### config.mk
export PLATFORM = sky130hd
export DESIGN_NAME = fifo_lru_lfu_replacement_unit
export DESIGN_NICKNAME = d
export VERILOG_FILES = /design/src/rtl/flru_pkg.sv /design/src/rtl/fifo_lru_lfu_replacement_unit.sv
export SDC_FILE = /design/constraint.sdc
export NUM_CORES = 1
export LEC_CHECK = 0
export BUFFER_PORTS_ARGS = -buffer_cell sky130_fd_sc_hd__buf_2
export CAP_MARGIN = 5
export CORE_AREA = 2 2 214 216
export CTS_CLUSTER_SIZE = 20
export DETAILED_ROUTE_END_ITERATION = 7
export DIE_AREA = 0 0 216 218
export SYNTH_ARGS = -nofsm -noshare
export SYNTH_HDL_FRONTEND = slang
export SYNTH_SLANG_ARGS = --single-unit
### constraint.sdc
create_clock -name clk -period 4.15 [get_ports clk]
set_input_delay 0.2075 -clock clk [delete_from_list [all_inputs] [get_ports clk]]
set_output_delay 0.2075 -clock clk [all_outputs]
set_load 0.05 [all_outputs]
### src/rtl/flru_pkg.sv
package flru_pkg;

  localparam int unsigned ENTRIES_DEF   = 8;
  localparam int unsigned KEY_WIDTH_DEF = 8;

  localparam int unsigned USES_W  = 16;
  localparam int unsigned TOTAL_W = 32;

  localparam logic [USES_W-1:0]  USES_MAX  = '1;
  localparam logic [TOTAL_W-1:0] TOTAL_MAX = '1;

  typedef enum logic [1:0] {
    POL_FIFO = 2'd0,
    POL_LRU  = 2'd1,
    POL_LFU  = 2'd2,
    POL_RSVD = 2'd3
  } policy_t;

  typedef enum logic {
    MODE_ACCESS = 1'b0,
    MODE_FLUSH  = 1'b1
  } mode_t;

  typedef enum logic [2:0] {
    ST_IDLE,
    ST_SCAN,
    ST_DECIDE,
    ST_UPDATE,
    ST_HOLD
  } state_t;

endpackage

### src/rtl/fifo_lru_lfu_replacement_unit.sv
// Fully associative tag store with a FIFO, LRU or LFU replacement rule.
//
// Input channel (in_*): one beat per lookup. in_tuser carries the mode
// (access or flush), in_tdata the key. Result channel (out_*): exactly one
// beat per input beat, in order: hit flag, slot, eviction flag and key,
// use count of the entry and the two saturating hit / miss totals.
// cfg_wr_en / cfg_wr_data load the 2-bit policy register; the user must
// write it only while idle, as the block does not enforce this.
// Sequence: an access walks the slots twice with one shared compare unit:
// a scan pass (match, free slot, victim) over all ENTRIES slots, a
// decision state, then an update pass over the slots that ages entries
// and writes the chosen slot, then a hold state that loads the result.
// A flush skips both passes and goes straight to the hold state. No new
// beat is taken until the hold state has loaded the result; in_tready
// returns as that result is offered.
// in_tready is high only while the sequencer is idle; the next beat may be
// accepted while a result waits. A result still stalled when the next is
// ready holds the sequencer in its last state until the register frees.
// Reset (rst_n low, synchronous) clears valid bits, occupancy, totals and
// the policy (FIFO); stored keys, counts and ages are left as they are.
module fifo_lru_lfu_replacement_unit #(
  parameter int unsigned ENTRIES   = flru_pkg::ENTRIES_DEF,
  parameter int unsigned KEY_WIDTH = flru_pkg::KEY_WIDTH_DEF
) (
  input  logic        clk,
  input  logic        rst_n,
  // config
  input  logic        cfg_wr_en,
  input  logic [1:0]  cfg_wr_data,  // policy
  // input beats
  input  logic        in_tvalid,
  output logic        in_tready,
  input  logic [7:0]  in_tdata,     // [7:0] key
  input  logic [0:0]  in_tuser,     // [0] mode
  // result beats
  output logic        out_tvalid,
  input  logic        out_tready,
  output logic [95:0] out_tdata     // [0] hit, [3:1] slot, [4] evicted,
                                    // [12:5] evicted_key, [28:13] use_count,
                                    // [60:29] hit_total, [92:61] miss_total,
                                    // [95:93] zero
);

  localparam int unsigned IDX_W = (ENTRIES > 1) ? $clog2(ENTRIES) : 1;
  localparam int unsigned OCC_W = $clog2(ENTRIES + 1);
  localparam int unsigned US_W  = flru_pkg::USES_W;
  localparam int unsigned TOT_W = flru_pkg::TOTAL_W;
  localparam logic [IDX_W-1:0] LAST_IDX = IDX_W'(ENTRIES - 1);
  localparam logic [OCC_W-1:0] FULL_OCC = OCC_W'(ENTRIES);

  // slot store
  logic [KEY_WIDTH-1:0] key_mem [ENTRIES];
  logic [US_W-1:0]      uses_mem[ENTRIES];
  logic [IDX_W-1:0]     age_mem [ENTRIES];
  logic [ENTRIES-1:0]   valid_r;

  logic [OCC_W-1:0] occ_r;
  logic [TOT_W-1:0] hits_r, misses_r;
  flru_pkg::policy_t policy_r;
  flru_pkg::state_t  state_r, state_nxt;

  logic [IDX_W-1:0]     idx_r;
  logic [KEY_WIDTH-1:0] key_r;

  // scan results
  logic                 match_r;
  logic [IDX_W-1:0]     match_idx_r, match_age_r;
  logic                 free_r;
  logic [IDX_W-1:0]     free_idx_r;
  logic                 vic_r;
  logic [IDX_W-1:0]     vic_idx_r, vic_age_r;
  logic [US_W-1:0]      vic_uses_r;
  logic [KEY_WIDTH-1:0] vic_key_r;

  // decision
  logic                 hit_r, evict_r, recent_r, fill_r;
  logic [IDX_W-1:0]     slot_r, old_age_r;
  logic [KEY_WIDTH-1:0] evkey_r;
  logic [US_W-1:0]      use_r;

  // output register
  logic        out_valid_r;
  logic [95:0] out_data_r;

  // sequencer controls
  logic accept, scan_last, upd_last, can_load;
  logic is_lru, is_lfu;

  // current entry through the shared port
  logic [KEY_WIDTH-1:0] cur_key;
  logic [US_W-1:0]      cur_uses;
  logic [IDX_W-1:0]     cur_age;
  logic                 cur_valid, vic_better;

  assign is_lru = (policy_r == flru_pkg::POL_LRU);
  assign is_lfu = (policy_r == flru_pkg::POL_LFU);

  assign cur_key   = key_mem[idx_r];
  assign cur_uses  = uses_mem[idx_r];
  assign cur_age   = age_mem[idx_r];
  assign cur_valid = valid_r[idx_r];

  // shared victim compare
  always_comb begin
    if (!vic_r) begin
      vic_better = 1'b1;
    end else if (is_lfu) begin
      vic_better = (cur_uses < vic_uses_r) ||
                   ((cur_uses == vic_uses_r) && (cur_age > vic_age_r));
    end else begin
      vic_better = (cur_age > vic_age_r);
    end
  end

  // next state
  always_comb begin
    state_nxt = state_r;
    unique case (state_r)
      flru_pkg::ST_IDLE: begin
        if (in_tvalid) begin
          state_nxt = (in_tuser[0] == flru_pkg::MODE_FLUSH) ? flru_pkg::ST_HOLD
                                                            : flru_pkg::ST_SCAN;
        end
      end
      flru_pkg::ST_SCAN:   if (idx_r == LAST_IDX) state_nxt = flru_pkg::ST_DECIDE;
      flru_pkg::ST_DECIDE: state_nxt = flru_pkg::ST_UPDATE;
      flru_pkg::ST_UPDATE: if (idx_r == LAST_IDX) state_nxt = flru_pkg::ST_HOLD;
      flru_pkg::ST_HOLD:   if (!out_valid_r || out_tready) state_nxt = flru_pkg::ST_IDLE;
      default:             state_nxt = flru_pkg::ST_IDLE;
    endcase
  end

  // sequencer outputs
  always_comb begin
    in_tready = (state_r == flru_pkg::ST_IDLE);
    accept    = in_tready && in_tvalid;
    scan_last = (state_r == flru_pkg::ST_SCAN)   && (idx_r == LAST_IDX);
    upd_last  = (state_r == flru_pkg::ST_UPDATE) && (idx_r == LAST_IDX);
    can_load  = (state_r == flru_pkg::ST_HOLD)   && (!out_valid_r || out_tready);
  end

  // control state
  always_ff @(posedge clk) begin
    if (!rst_n) begin
      state_r     <= flru_pkg::ST_IDLE;
      policy_r    <= flru_pkg::POL_FIFO;
      valid_r     <= '0;
      occ_r       <= '0;
      hits_r      <= '0;
      misses_r    <= '0;
      out_valid_r <= 1'b0;
      idx_r       <= '0;
    end else begin
      state_r <= state_nxt;
      if (cfg_wr_en) policy_r <= flru_pkg::policy_t'(cfg_wr_data);

      if (accept || scan_last || upd_last) begin
        idx_r <= '0;
      end else if (state_r == flru_pkg::ST_SCAN || state_r == flru_pkg::ST_UPDATE) begin
        idx_r <= idx_r + 1'b1;
      end

      if (accept && in_tuser[0] == flru_pkg::MODE_FLUSH) begin
        valid_r  <= '0;
        occ_r    <= '0;
        hits_r   <= '0;
        misses_r <= '0;
      end

      if (state_r == flru_pkg::ST_DECIDE) begin
        if (match_r) begin
          if (hits_r != flru_pkg::TOTAL_MAX) hits_r <= hits_r + 1'b1;
        end else begin
          if (misses_r != flru_pkg::TOTAL_MAX) misses_r <= misses_r + 1'b1;
          if (occ_r < FULL_OCC) occ_r <= occ_r + 1'b1;
        end
      end

      if (state_r == flru_pkg::ST_UPDATE && idx_r == slot_r && !hit_r) begin
        valid_r[idx_r] <= 1'b1;
      end

      if (can_load)        out_valid_r <= 1'b1;
      else if (out_tready) out_valid_r <= 1'b0;
    end
  end

  // datapath
  always_ff @(posedge clk) begin
    unique case (state_r)
      flru_pkg::ST_IDLE: begin
        if (accept) begin
          key_r   <= KEY_WIDTH'(in_tdata);
          match_r <= 1'b0;
          free_r  <= 1'b0;
          vic_r   <= 1'b0;
          // flush result is all zero
          hit_r   <= 1'b0;
          evict_r <= 1'b0;
          slot_r  <= '0;
          evkey_r <= '0;
          use_r   <= '0;
        end
      end
      flru_pkg::ST_SCAN: begin
        if (cur_valid) begin
          if (!match_r && cur_key == key_r) begin
            match_r     <= 1'b1;
            match_idx_r <= idx_r;
            match_age_r <= cur_age;
          end
          if (vic_better) begin
            vic_r      <= 1'b1;
            vic_idx_r  <= idx_r;
            vic_age_r  <= cur_age;
            vic_uses_r <= cur_uses;
            vic_key_r  <= cur_key;
          end
        end else if (!free_r) begin
          free_r     <= 1'b1;
          free_idx_r <= idx_r;
        end
      end
      flru_pkg::ST_DECIDE: begin
        hit_r     <= match_r;
        evict_r   <= 1'b0;
        evkey_r   <= '0;
        recent_r  <= 1'b0;
        fill_r    <= 1'b0;
        old_age_r <= '0;
        if (match_r) begin
          slot_r    <= match_idx_r;
          recent_r  <= is_lru || is_lfu;
          old_age_r <= match_age_r;
        end else if (occ_r >= FULL_OCC) begin
          slot_r    <= vic_idx_r;
          evict_r   <= 1'b1;
          evkey_r   <= vic_key_r;
          recent_r  <= 1'b1;
          old_age_r <= vic_age_r;
        end else begin
          slot_r <= free_r ? free_idx_r : '0;
          fill_r <= 1'b1;
        end
      end
      flru_pkg::ST_UPDATE: begin
        if (idx_r == slot_r) begin
          if (!hit_r) begin
            key_mem[idx_r]  <= key_r;
            uses_mem[idx_r] <= US_W'(1);
            age_mem[idx_r]  <= '0;
            use_r           <= US_W'(1);
          end else if (is_lfu) begin
            if (cur_uses != flru_pkg::USES_MAX) begin
              uses_mem[idx_r] <= cur_uses + 1'b1;
              use_r           <= cur_uses + 1'b1;
            end else begin
              use_r <= cur_uses;
            end
            age_mem[idx_r] <= '0;
          end else begin
            if (is_lru) age_mem[idx_r] <= '0;
            use_r <= cur_uses;
          end
        end else if (cur_valid) begin
          if (fill_r || (recent_r && cur_age < old_age_r)) begin
            age_mem[idx_r] <= cur_age + 1'b1;
          end
        end
      end
      flru_pkg::ST_HOLD: begin
        if (can_load) begin
          out_data_r <= {3'b000, misses_r, hits_r, use_r, 8'(evkey_r), evict_r,
                         3'(slot_r), hit_r};
        end
      end
      default: begin
      end
    endcase
  end

  assign out_tvalid = out_valid_r;
  assign out_tdata  = out_data_r;

endmodule

Word-level counts from Yosys, hierarchy flattened
Memory sizes are Yosys's and may differ from the RTL's. A register that Yosys moved wholly into a read port is not among the register bits.
Cells that the tools add are included.
{"block": "classes", "n_eq_ne": 23, "muxes": 97, "n_bitwise": 8, "reduce_logical": 38, "n_addsub": 6, "n_lt_le_gt_ge": 7}
{"op": "32-bit two-way mux", "count": 8}
{"op": "16-bit two-way mux", "count": 6}
{"op": "32-bit by 1-bit adder with 32-bit output (second input constant)", "count": 2}
{"op": "32-bit inequality test (second input constant)", "count": 2}
{"op": "3-bit two-way mux", "count": 20}
{"op": "8-bit two-way mux", "count": 6}
{"op": "1-bit two-way mux", "count": 42}
{"op": "16-bit one-hot mux with 2 select lines", "count": 1}
{"op": "16-bit by 1-bit adder with 16-bit output (second input constant)", "count": 1}
{"op": "16-bit == test", "count": 1}
{"op": "16-bit < comparator", "count": 1}
{"op": "4-bit two-way mux", "count": 4}
{"op": "16-bit inequality test (second input constant)", "count": 1}
{"op": "8-bit one-hot mux with 2 select lines", "count": 1}
{"op": "3-bit one-hot mux with 5 select lines", "count": 1}
{"op": "3-bit AND reduction", "count": 5}
{"op": "2-bit inequality test (second input constant)", "count": 7}
{"op": "4-bit AND reduction", "count": 3}
{"op": "1-bit logical AND", "count": 11}
{"op": "1-bit one-hot mux with 2 select lines", "count": 5}
{"op": "8-bit == test", "count": 1}
{"op": "8-bit bitwise OR", "count": 1}
{"op": "2-bit nonzero test", "count": 4}
{"op": "1-bit logical OR", "count": 7}
{"op": "other kinds (24)", "count": 38}
{"block": "word_totals", "register_bits": 262, "out_inout_bits": 98, "inputBits": 16, "mem_count": 3, "ramBits": 216}
{"name": "uses_mem", "depth": 8, "width": 16, "rd": 1, "rd_ports_with_merged_regs": 1, "wr": 1, "line_no": "fifo_lru_lfu_replacement_unit.sv:53", "rtl": "logic [US_W-1:0] uses_mem[ENTRIES];"}
{"name": "key_mem", "depth": 8, "width": 8, "rd": 1, "rd_ports_with_merged_regs": 1, "wr": 1, "line_no": "fifo_lru_lfu_replacement_unit.sv:52", "rtl": "logic [KEY_WIDTH-1:0] key_mem [ENTRIES];"}
{"name": "age_mem", "depth": 8, "width": 3, "rd": 1, "rd_ports_with_merged_regs": 1, "wr": 1, "line_no": "fifo_lru_lfu_replacement_unit.sv:54", "rtl": "logic [IDX_W-1:0] age_mem [ENTRIES];"}

Logic depth before layout (Yosys ltp)
Gate-level depths: netlist of run 1.
{"block": "logic_depth", "depth_word": 9, "ltp_mapped": 14, "ltp_nobuf": 11}

Least setup slack after synthesis of run 1
No wires, ideal clock.
{"block": "synth_path", "kind": "reg2reg", "start": "register (tool-made name)", "end": "register vic_age_r[0] (enable)", "stages_incl_launch_ff": 14, "arrival_ps": 3994, "slack_ps": -261, "synth_period_minus_slack_ps": 4411, "cell_sequence": "dfxtp_1 -> buf_6 -> buf_12 -> mux4_2 -> mux2i_2 -> inv_1 -> ha_1 -> a21o_1 -> a21oi_1 -> nor2b_1 -> o21ai_0 -> a21oi_1 -> o311a_1 -> nor2_1"}
{"item": "end signal: assignment", "line_no": "fifo_lru_lfu_replacement_unit.sv:215", "rtl": "vic_age_r <= cur_age;"}
{"item": "end: declaration", "line_no": "fifo_lru_lfu_replacement_unit.sv:71", "rtl": "logic [IDX_W-1:0] vic_idx_r, vic_age_r;"}

==> results.cfg, run 1 <==
[layout]
final_cell_mix = edfxtp_1, nor2_1, buf_2, nand2_1, dfxtp_1
antennaDiodeCount = 0
layout_commonest_cell = edfxtp_1
utilization_pct = 51.0
finalInstanceArea_sq_um = 22900
drive_gt1_share_pct = 20.9
nNetsFinal = 1602
area_delta_synth_final_pct = 15.1

[clocking]
clk_pin_slew_ps = 60
ctsHtreeMaxLevel = 2
cts_tree = built
cts_root_buffer = clkbuf_16
cts_buffers = 48
clock_path_buffers = 3
clk_latency_ps = 560
cts_resized = 0
post-cts-setup-buffers = 0
cts.sinks = 481

[synthesis]
synth-simple-area-share_pct = 10.7
syn_area_sq_um = 19900
synthFlopType = edfxtp_1
synthMuxAreaShare_pct = 8.59
synth_top_family_by_area = simple AND/OR/NAND/NOR gates
avgSynthCellArea_sq_um = 14.4
synth_cell_type_count = 76
yosysWarnings = 0
synth_edf_count = 393
synthCells = 1380
ys_seq_area_share_pct = 68.3
synth_compound_area_share_pct = 6.15
async_reset_ff_share_pct = 0
synth_adder_area_share_pct = 1.95
synth-seq-cells = 481
synth_xor_area_share_pct = 1.72

[sta]
finClkSkew_ps = 11.5
fmax_ghz = 0.279
rsz0062_at_grt = no
whs_ps = 85.6
setup_violations = 0
relSlewSlack_pct = 30.3
setup_tns_ps = 0
final_hold_viol_count = 0
finalCritPeriodShare_pct = 86.4
fin_crit_ps = 3580
report.final.slew_viol_count = 0
worst_slew_pin_slew_ps = 1040

[detailed_routing]
vias = 11789
drc = 0
avgRoutedWirePerCell_um = 18.8
first_pass_iters = 5
routed_via_density = 5.38
ant_nets = 0
finalWirelength_mm = 41.3
dr.first_iter.drc_count = 1059

[job]
drv_cap = 0

[floorplan]
die_h_um = 218
die_x_um = 216
num_rows = 78
pin_count = 114
die_area_sq_um = 47100
coreArea_sq_um = 44900
initial_core_util_pct = 44.3

[worst_hold_path]
hp-start = out_tready
worstHoldPathCells = 3
holdPathEnd = out_tvalid$_SDFFE_PN0P_
holdCritPathClass = in2reg

[pwr]
power_mw = 9.91
leakage_nw = 7.77
peakVddDrop_mv = 0.339
p_per_area_nw_per_um2 = 433

[worst_setup_path]
cp-start-kind = register
arrival_ps = 3780
crit_path_max_fanout = 17
r2r_slack_ps = 570
critPathKind = reg2reg
cp-end-kind = register
critPathRequiredTime_ps = 4340
r2r_end = age_mem[3][2]$_DFFE_PP_
r2r_cells = 10

[global_routing]
grt_overflow_total = 0
antenna_found_initial = 0
grt_start_max_net_pins = 69
grt_pass1_vias = 11505
grt_pass1_wl_mm = 64.8
track_usage_pct = 17.6

[placement]
dp_hpwl_mm = 27.8
place.gp.congestion = 0.812
post_dp_cell_area_sq_um = 21300
port_buffers = 110

[outcome]
status = complete, no violations
## state kept, by name, indices dropped and copies added (netlist names), 3 cells and up, named ones only
name	flops
state_r	3
hits_r	32
idx_r	3
key_r	8
occ_r	4
valid_r	8
vic_key_r	8
misses_r	32
age_mem	24
out_tdata	93
key_mem	64
vic_idx_r	3
vic_uses_r	16
free_idx_r	3
vic_age_r	3
uses_mem	128
evkey_r	8
slot_r	3
old_age_r	3
match_idx_r	3
match_age_r	3
use_r	16
## how the worst max path moves through the flow
stage              from                  endpoint  slack [ps]
2_1_floorplan  register    vic_age_r[0]$_DFFE_PP_         230
3_3_place_gp   register  vic_uses_r[14]$_DFFE_PP_         570
3_5_place_dp   register   age_mem[3][2]$_DFFE_PP_         540
4_1_cts        register   age_mem[3][2]$_DFFE_PP_         530
5_1_grt        register   age_mem[7][1]$_DFFE_PP_         280
6_report       register   age_mem[3][2]$_DFFE_PP_         570
## what timing repair did
action | CTS | global route
hold buffers | 14 | 0
endpoints found under the hold margin | 12 | 0
setup endpoints to repair | 0 | 0
## stage by stage
| stage | instances | setup WS [ps] |
|---|---|---|
| floorplan | 1382 | 229 |
| global placement | 2091 | 574 |
| detailed placement | 2091 | 540 |
| CTS | 2192 | 528 |
| global route | 2192 | 283 |
| finish | 2192 | 565 |
## kinds of logic (layout without fill, tap and decap cells)
kind of cell / count (synthesis) / count (layout)
flops: 481 / 481
simple gates: 422 / 422
compound gates: 206 / 206
buf+inv: 108 / 318
mux: 92 / 92
xor+xnor: 39 / 39
fa+ha+maj: 31 / 31
other cells: 1 / 3
## area by class of cell
class,count,area [sq um]
Inverter,52,195
Clock inverter,22,113
Tap cell,600,751
Sequential cell,481,13600
Timing Repair Buffer,179,1120
Clock buffer,65,1330
Multi-Input combinational cell,793,5810
Fill cell,3790,22000
## where the power goes
| part | switching, mW | leakage (nW) | total, mW | internal, mW |
|---|---|---|---|---|
| combinational | 0.409 | 2.93 | 0.537 | 0.128 |
| clock | 1.75 | 0.717 | 3.99 | 2.24 |
| sequential | 0.0646 | 4.12 | 5.38 | 5.32 |
| total | 2.22 | 7.77 | 9.91 | 7.69 |
## cells in the mapped netlist (3+ instances only)
cell	n	share of area (%)
a32oi_1	4	0.18
o31ai_1	12	0.45
or3_1	11	0.35
or2_2	7	0.22
edfxtp_1	393	59
xor2_1	17	0.75
o21ai_0	61	1.5
a31oi_1	21	0.66
or4_1	3	0.11
mux2_2	22	1.2
nor2_1	122	2.3
dfxtp_1	88	8.9
ha_1	31	2.0
buf_2	20	0.50
nand4b_1	3	0.13
and3_1	23	0.72
nand2b_1	7	0.22
nor4b_1	3	0.13
nand2_1	104	2.0
buf_4	14	0.53
inv_1	52	0.98
xnor2_1	22	0.97
o21a_1	3	0.11
mux4_1	9	1.2
nor3b_1	5	0.19
nor2b_1	11	0.35
and2_1	5	0.16
o211ai_1	10	0.38
nand4_1	15	0.47
mux2i_2	3	0.21
mux2i_1	10	0.50
clkbuf_1	17	0.32
nand3_1	39	0.98
nor3_1	24	0.60
a21oi_1	52	1.3
o21ai_1	21	0.53
and4_1	6	0.26
mux4_2	47	5.3
nor4_1	15	0.47
## layer usage
layer,up-vias,share of wire (%),global-route usage (%)
li1,5618,-,-
met5,-,0,0
met1,5794,45,24.3
met3,66,4.5,2.51
met2,311,48,29.2
met4,0,2.2,5.02
## worst max-delay path, cell delays in order, from the launching register on
cell      delay (ps)
dfxtp_2          680
buf_4            360
mux4_2           340
mux2_2           340
ha_1             190
nand2b_1         150
nor2_1            90
a211oi_1         100
nor2_1           180
nor2_1           180
nor4_1           590
Note: power is estimated with default switching activity, not from simulation.
==> run 2, diff against run 1 <==
Clock period 4.15 ns to 3.8 ns, I/O delays scaled along.
==> run 2 against run 1 <==
Effect of this change:
- total power rose by 17%
- cell count rose by 1.6%
- critical path depth increased by 2
- clock skew rose by 9.9 ps
- hold slack worse by 12 ps
- worst setup slack lost 280 ps
- register-to-register slack got worse by 280 ps
- via count rose by 1.5%
- critical path type unchanged
- largest cell class unchanged
==> results.cfg, run 2 (synthesized netlist as in run 1, its figures left out) <==
[outcome]
status = complete, no violations

[sta]
fmax_ghz = 0.285
worst_slew_pin_slew_ps = 965
report.final.slew_viol_count = 0
final_hold_viol_count = 0
setup_tns_ps = 0
whs_ps = 73.4
finClkSkew_ps = 21.4
finalCritPeriodShare_pct = 92.5
rsz0062_at_grt = no
setup_violations = 0
relSlewSlack_pct = 35.5
fin_crit_ps = 3510

[layout]
largest_reg_flops = 128
largest-register = uses_mem
finalInstanceArea_sq_um = 23400
area_delta_synth_final_pct = 17.9
final_cell_mix = edfxtp_1, nor2_1, buf_2, nand2_1, dfxtp_1
num-fill-cells = 3746
drive_gt1_share_pct = 22.8
nNetsFinal = 1634
fin_cells = 2227
antennaDiodeCount = 0
layout_commonest_cell = edfxtp_1

[global_routing]
track_usage_pct = 18.2
grt_pass1_wl_mm = 66.5
antenna_found_initial = 0
grt_start_max_net_pins = 39
grt_overflow_total = 0
grt_pass1_vias = 11667

[detailed_routing]
first_pass_iters = 5
vias = 11971
dr.first_iter.drc_count = 1010
finalWirelength_mm = 42.5
drc = 0
avgRoutedWirePerCell_um = 19.1
routed_via_density = 5.38
ant_nets = 0

[placement]
dp_hpwl_mm = 28.6
post_dp_cell_area_sq_um = 21500
port_buffers = 110
place.gp.congestion = 0.821
dp.cells = 2108

[clocking]
clock_path_buffers = 3
cts_resized = 0
clk_pin_slew_ps = 60
clk_latency_ps = 590
cts_buffers = 50
cts_tree = built
cts.sinks = 481
cts_root_buffer = clkbuf_16
ctsHtreeMaxLevel = 2

[worst_setup_path]
critPathRequiredTime_ps = 4090
critical-path-top-delay-family = buffers and inverters
crit_slowest_cell = dfxtp_2
r2r_slack_ps = 290
cp-end-kind = register
path_cells = buf_4 -> mux4_2 -> mux2i_1 -> inv_1 -> ha_1 -> nand4_1 -> nor3_1 -> a41o_1 -> nand2_1 -> o311a_1 -> nor2_4 -> buf_12
r2r_end = vic_uses_r[1]$_DFFE_PP_
arrival_ps = 3800
cp-start-kind = register
critPathBufInv = 3
cp.depth = 12
r2r_cells = 12
crit_end = vic_uses_r[1]$_DFFE_PP_
critPathKind = reg2reg
crit_path_max_fanout = 18
cp_slowest_stage_delay_ps = 640

[floorplan]
pin_count = 114
num_rows = 78
die_x_um = 216
initial_core_util_pct = 44.3
die_area_sq_um = 47100
coreArea_sq_um = 44900
die_h_um = 218

[pwr]
p_per_area_nw_per_um2 = 493
clkPwrFrac_pct = 43.9
p_int_mw = 9.05
pwr-share-comb_pct = 5.3
p_sw_mw = 2.51
seq_power_share_pct = 50.9
swShare_pct = 21.7
leakage_nw = 8.05
peakVddDrop_mv = 0.306

[worst_hold_path]
hp-start = in_tuser
holdCritPathClass = in2reg

[job]
drv_cap = 0
[run 2: cell types whose count changed in the layout (fill, tap and decap cells not counted), moves of 2 or more]
cell        delta
buf_4         +26
clkinv_2       -2
clkbuf_1       -6
buf_12         +3
bufinv_16      +9
clkinv_1       +2
clkinvlp_4     +2
[run 2: cell type report]
| type | instances | area [sq um] | area share [%] |
|---|---|---|---|
| Clock buffer | 59 | 1320 | 5.62 |
| Multi-Input combinational cell | 793 | 5810 | 24.8 |
| Inverter | 52 | 195 | 0.833 |
| Tap cell | 600 | 751 | 3.21 |
| Timing Repair Buffer | 209 | 1380 | 5.90 |
| Sequential cell | 481 | 13600 | 57.9 |
| Clock inverter | 33 | 395 | 1.69 |
[run 2: power by group through the flow]
stage	Clock, mW	Sequential, mW	Combinational, mW
floorplan	0	6.19	0.229
detailed placement	0	6.00	0.582
CTS	5.18	5.88	0.596
finish	5.07	5.88	0.610
global route	5.39	5.89	0.650
global placement	0	5.99	0.578
[run 2: worst register-to-register path, stage by stage, from the launching register on]
cell and delay, ps:
dfxtp_2 640, buf_4 330, mux4_2 320, mux2i_1 270
inv_1 150, ha_1 320, nand4_1 130, nor3_1 290
a41o_1 220, nand2_1 50, o311a_1 180, nor2_4 160
buf_12 180
[run 2: worst min-delay path by stage]
stage          cells past startpoint  slack (ps)                 endpoint
4_1_cts                            3          40  state_r[0]$_SDFFE_PN0P_
6_report                           3          70  state_r[0]$_SDFFE_PN0P_
3_5_place_dp                       1         370       key_r[5]$_DFFE_PP_
2_1_floorplan                      0         290       key_r[0]$_DFFE_PP_
3_3_place_gp                       1         370       key_r[7]$_DFFE_PP_
5_1_grt                            3          80  state_r[0]$_SDFFE_PN0P_
[run 2: what timing repair did]
| action | 4_1_cts | 5_1_grt |
|---|---|---|
| hold endpoints to repair | 17 | 0 |
| buffers inserted | 0 | 12 |
| endpoints found under the setup margin | 0 | 30 |
| hold buffers | 15 | 0 |
[run 2: layer usage]
| layer | up-vias | global-route usage, % | share of wire (%) | wire length [um] |
|---|---|---|---|---|
| li1 | 5677 | - | - | - |
| met1 | 5952 | 25.1 | 45 | 19200 |
| met2 | 292 | 30.0 | 48 | 20400 |
| met3 | 50 | 2.75 | 4.9 | 2100 |
| met4 | 0 | 5.46 | 1.8 | 774 |
| met5 | - | 0 | 0 | 0 |
[run 2: per-stage QoR]
stage                     setup slack [ps]  utilization, %  power, mW
final                                  286            52.2       11.6
after global routing                  48.6            52.2       11.9
after CTS                              217            51.9       11.7
after detailed placement               258            47.8       6.58
after global placement                 270            47.8       6.57
after floorplan                        189               -       6.42
==> run 3, diff against run 2 <==
Settings changed: HOLD_SLACK_MARGIN set to 0.08.
==> run 3 against run 2 <==
Effect of this change:
- wire length is essentially flat
- critical path depth is the same
- clock-buffer cell count is the same
- global-route usage is essentially flat
- combinational power is essentially flat
- sequential share of layout area is essentially flat
- fmax shrank 0.25%
- worst setup slack lost 8.8 ps
- sequential cell count is the same
- via count shrank 0.28%
- non-clock buffer count grew 1
- cell area is essentially flat
- critical path type unchanged
==> results.cfg, run 3 (synthesized netlist as in run 1, its figures left out) <==
[worst_setup_path]
cp-end-kind = register
cp-start-kind = register
critPathRequiredTime_ps = 4090
cp_slowest_stage_delay_ps = 640
critPathKind = reg2reg
crit_path_max_fanout = 18
crit_slowest_cell = dfxtp_2
path_cells = buf_4 -> mux4_2 -> mux2i_1 -> inv_1 -> ha_1 -> nand4_1 -> nor3_1 -> a41o_1 -> nand2_1 -> o311a_1 -> nor2_4 -> buf_12
arrival_ps = 3810

[global_routing]
grt_pass1_vias = 11673
grt_overflow_total = 0
grt_pass1_wl_mm = 66.6
grt_start_max_net_pins = 39
antenna_found_initial = 0
track_usage_pct = 18.2

[floorplan]
die_x_um = 216
coreArea_sq_um = 44900
pin_count = 114
die_area_sq_um = 47100
die_h_um = 218
initial_core_util_pct = 44.3
num_rows = 78

[sta]
final_hold_viol_count = 0
fin_crit_ps = 3520
rsz0062_at_grt = no
finalCritPeriodShare_pct = 92.7
setup_violations = 0
finClkSkew_ps = 23.7
worst_slack_ps = 277
report.final.slew_viol_count = 0
relSlewSlack_pct = 37.0
worst_slew_pin_slew_ps = 941
fmax_ghz = 0.284
setup_tns_ps = 0

[pwr]
swShare_pct = 21.7
power_mw = 11.6
seq_power_share_pct = 50.9
clkPwrFrac_pct = 43.9
p_sw_mw = 2.51
leakage_nw = 8.05
pwr-share-comb_pct = 5.3
p_per_area_nw_per_um2 = 493
p_int_mw = 9.05
peakVddDrop_mv = 0.308

[layout]
largest_reg_flops = 128
largest-register = uses_mem
nNetsFinal = 1635
layout_commonest_cell = edfxtp_1
antennaDiodeCount = 0
final-seq-area_sq_um = 13600
final_cell_mix = edfxtp_1, nor2_1, buf_2, nand2_1, dfxtp_1
area_delta_synth_final_pct = 17.9
multiInputGateArea_sq_um = 5810
num-fill-cells = 3745
drive_gt1_share_pct = 22.8
fin_cells = 2228

[detailed_routing]
finalWirelength_mm = 42.5
vias = 11937
first_pass_iters = 5
drc = 0
dr.first_iter.drc_count = 1062
avgRoutedWirePerCell_um = 19.1
routed_via_density = 5.36
ant_nets = 0

[clocking]
clk_pin_slew_ps = 60
clock_path_buffers = 3
cts_resized = 0
ctsHtreeMaxLevel = 2
clk_latency_ps = 590
cts_buffers = 50
cts_root_buffer = clkbuf_16
cts_tree = built
cts.sinks = 481

[placement]
place.gp.congestion = 0.821
dp.cells = 2108
pre_cts_ws_ps = 258
port_buffers = 110
dp_hpwl_mm = 28.6

[outcome]
status = complete, no violations

[job]
drv_cap = 0

[worst_hold_path]
holdCritPathClass = in2reg
run 3: final timing paths:
| kind | start | endpoint | slack, ps | depth (start not counted) |
|---|---|---|---|---|
| setup / recovery | register | vic_uses_r[1]$_DFFE_PP_ | 280 | 12 |
| hold / removal | in_tdata[7] | key_r[7]$_DFFE_PP_ | 330 | 2 |
| setup reg to reg | register | vic_uses_r[1]$_DFFE_PP_ | 280 | 12 |
| hold reg to reg | evict_r$_SDFFCE_PP0P_ | out_tdata[4]$_DFFE_PP_ | 420 | 0 |
run 3: what timing repair did:
item,4_1_cts,5_1_grt
hold buffers,16,0
endpoints found under the setup margin,0,30
endpoints found under the hold margin,20,0
buffers inserted,0,12
run 3: through the flow:
stage | util, % | hold WS (ps) | cell area [sq um]
floorplan | - | 289 | 19900
CTS | 52.0 | 294 | 23300
finish | 52.2 | 332 | 23400
global placement | 47.8 | 366 | 21500
global route | 52.2 | 325 | 23400
detailed placement | 47.8 | 369 | 21500
run 3: power groups by stage:
stage	combinational, mW	sequential (mW)	clock [mW]
floorplan	0.229	6.19	0
global placement	0.578	5.99	0
detailed placement	0.582	6.00	0
CTS	0.597	5.88	5.18
global route	0.651	5.89	5.39
finish	0.611	5.88	5.07
run 3: per-layer routing:
metal  GRT usage, %  up-vias  part of all wire [%]  routed length, um
met5              0        -                     0                  0
li1               -     5677                     -                  -
met3           2.75       49                   4.6               1970
met4           5.46        0                   1.8                768
met2           30.1      272                    48              20500
met1           25.1     5939                    45              19300
run 3: area by class of cell:
type                    count  area share (%)
well taps                 600            3.20
inverters                  52           0.833
clock inverters            33            1.69
repair buffers            210            5.94
clock buffers              59            5.62
flip-flops and latches    481            57.9
multi-input cells         793            24.8
run 3: critical path: cells and delay by family (launching register included):
family	cells	cell delay [ps]
adders and majority gates	1	320
buffers and inverters	3	650
muxes	2	590
DFF	1	640
AOI/OAI and AO/OA	2	400
and+or+nand+nor	4	620
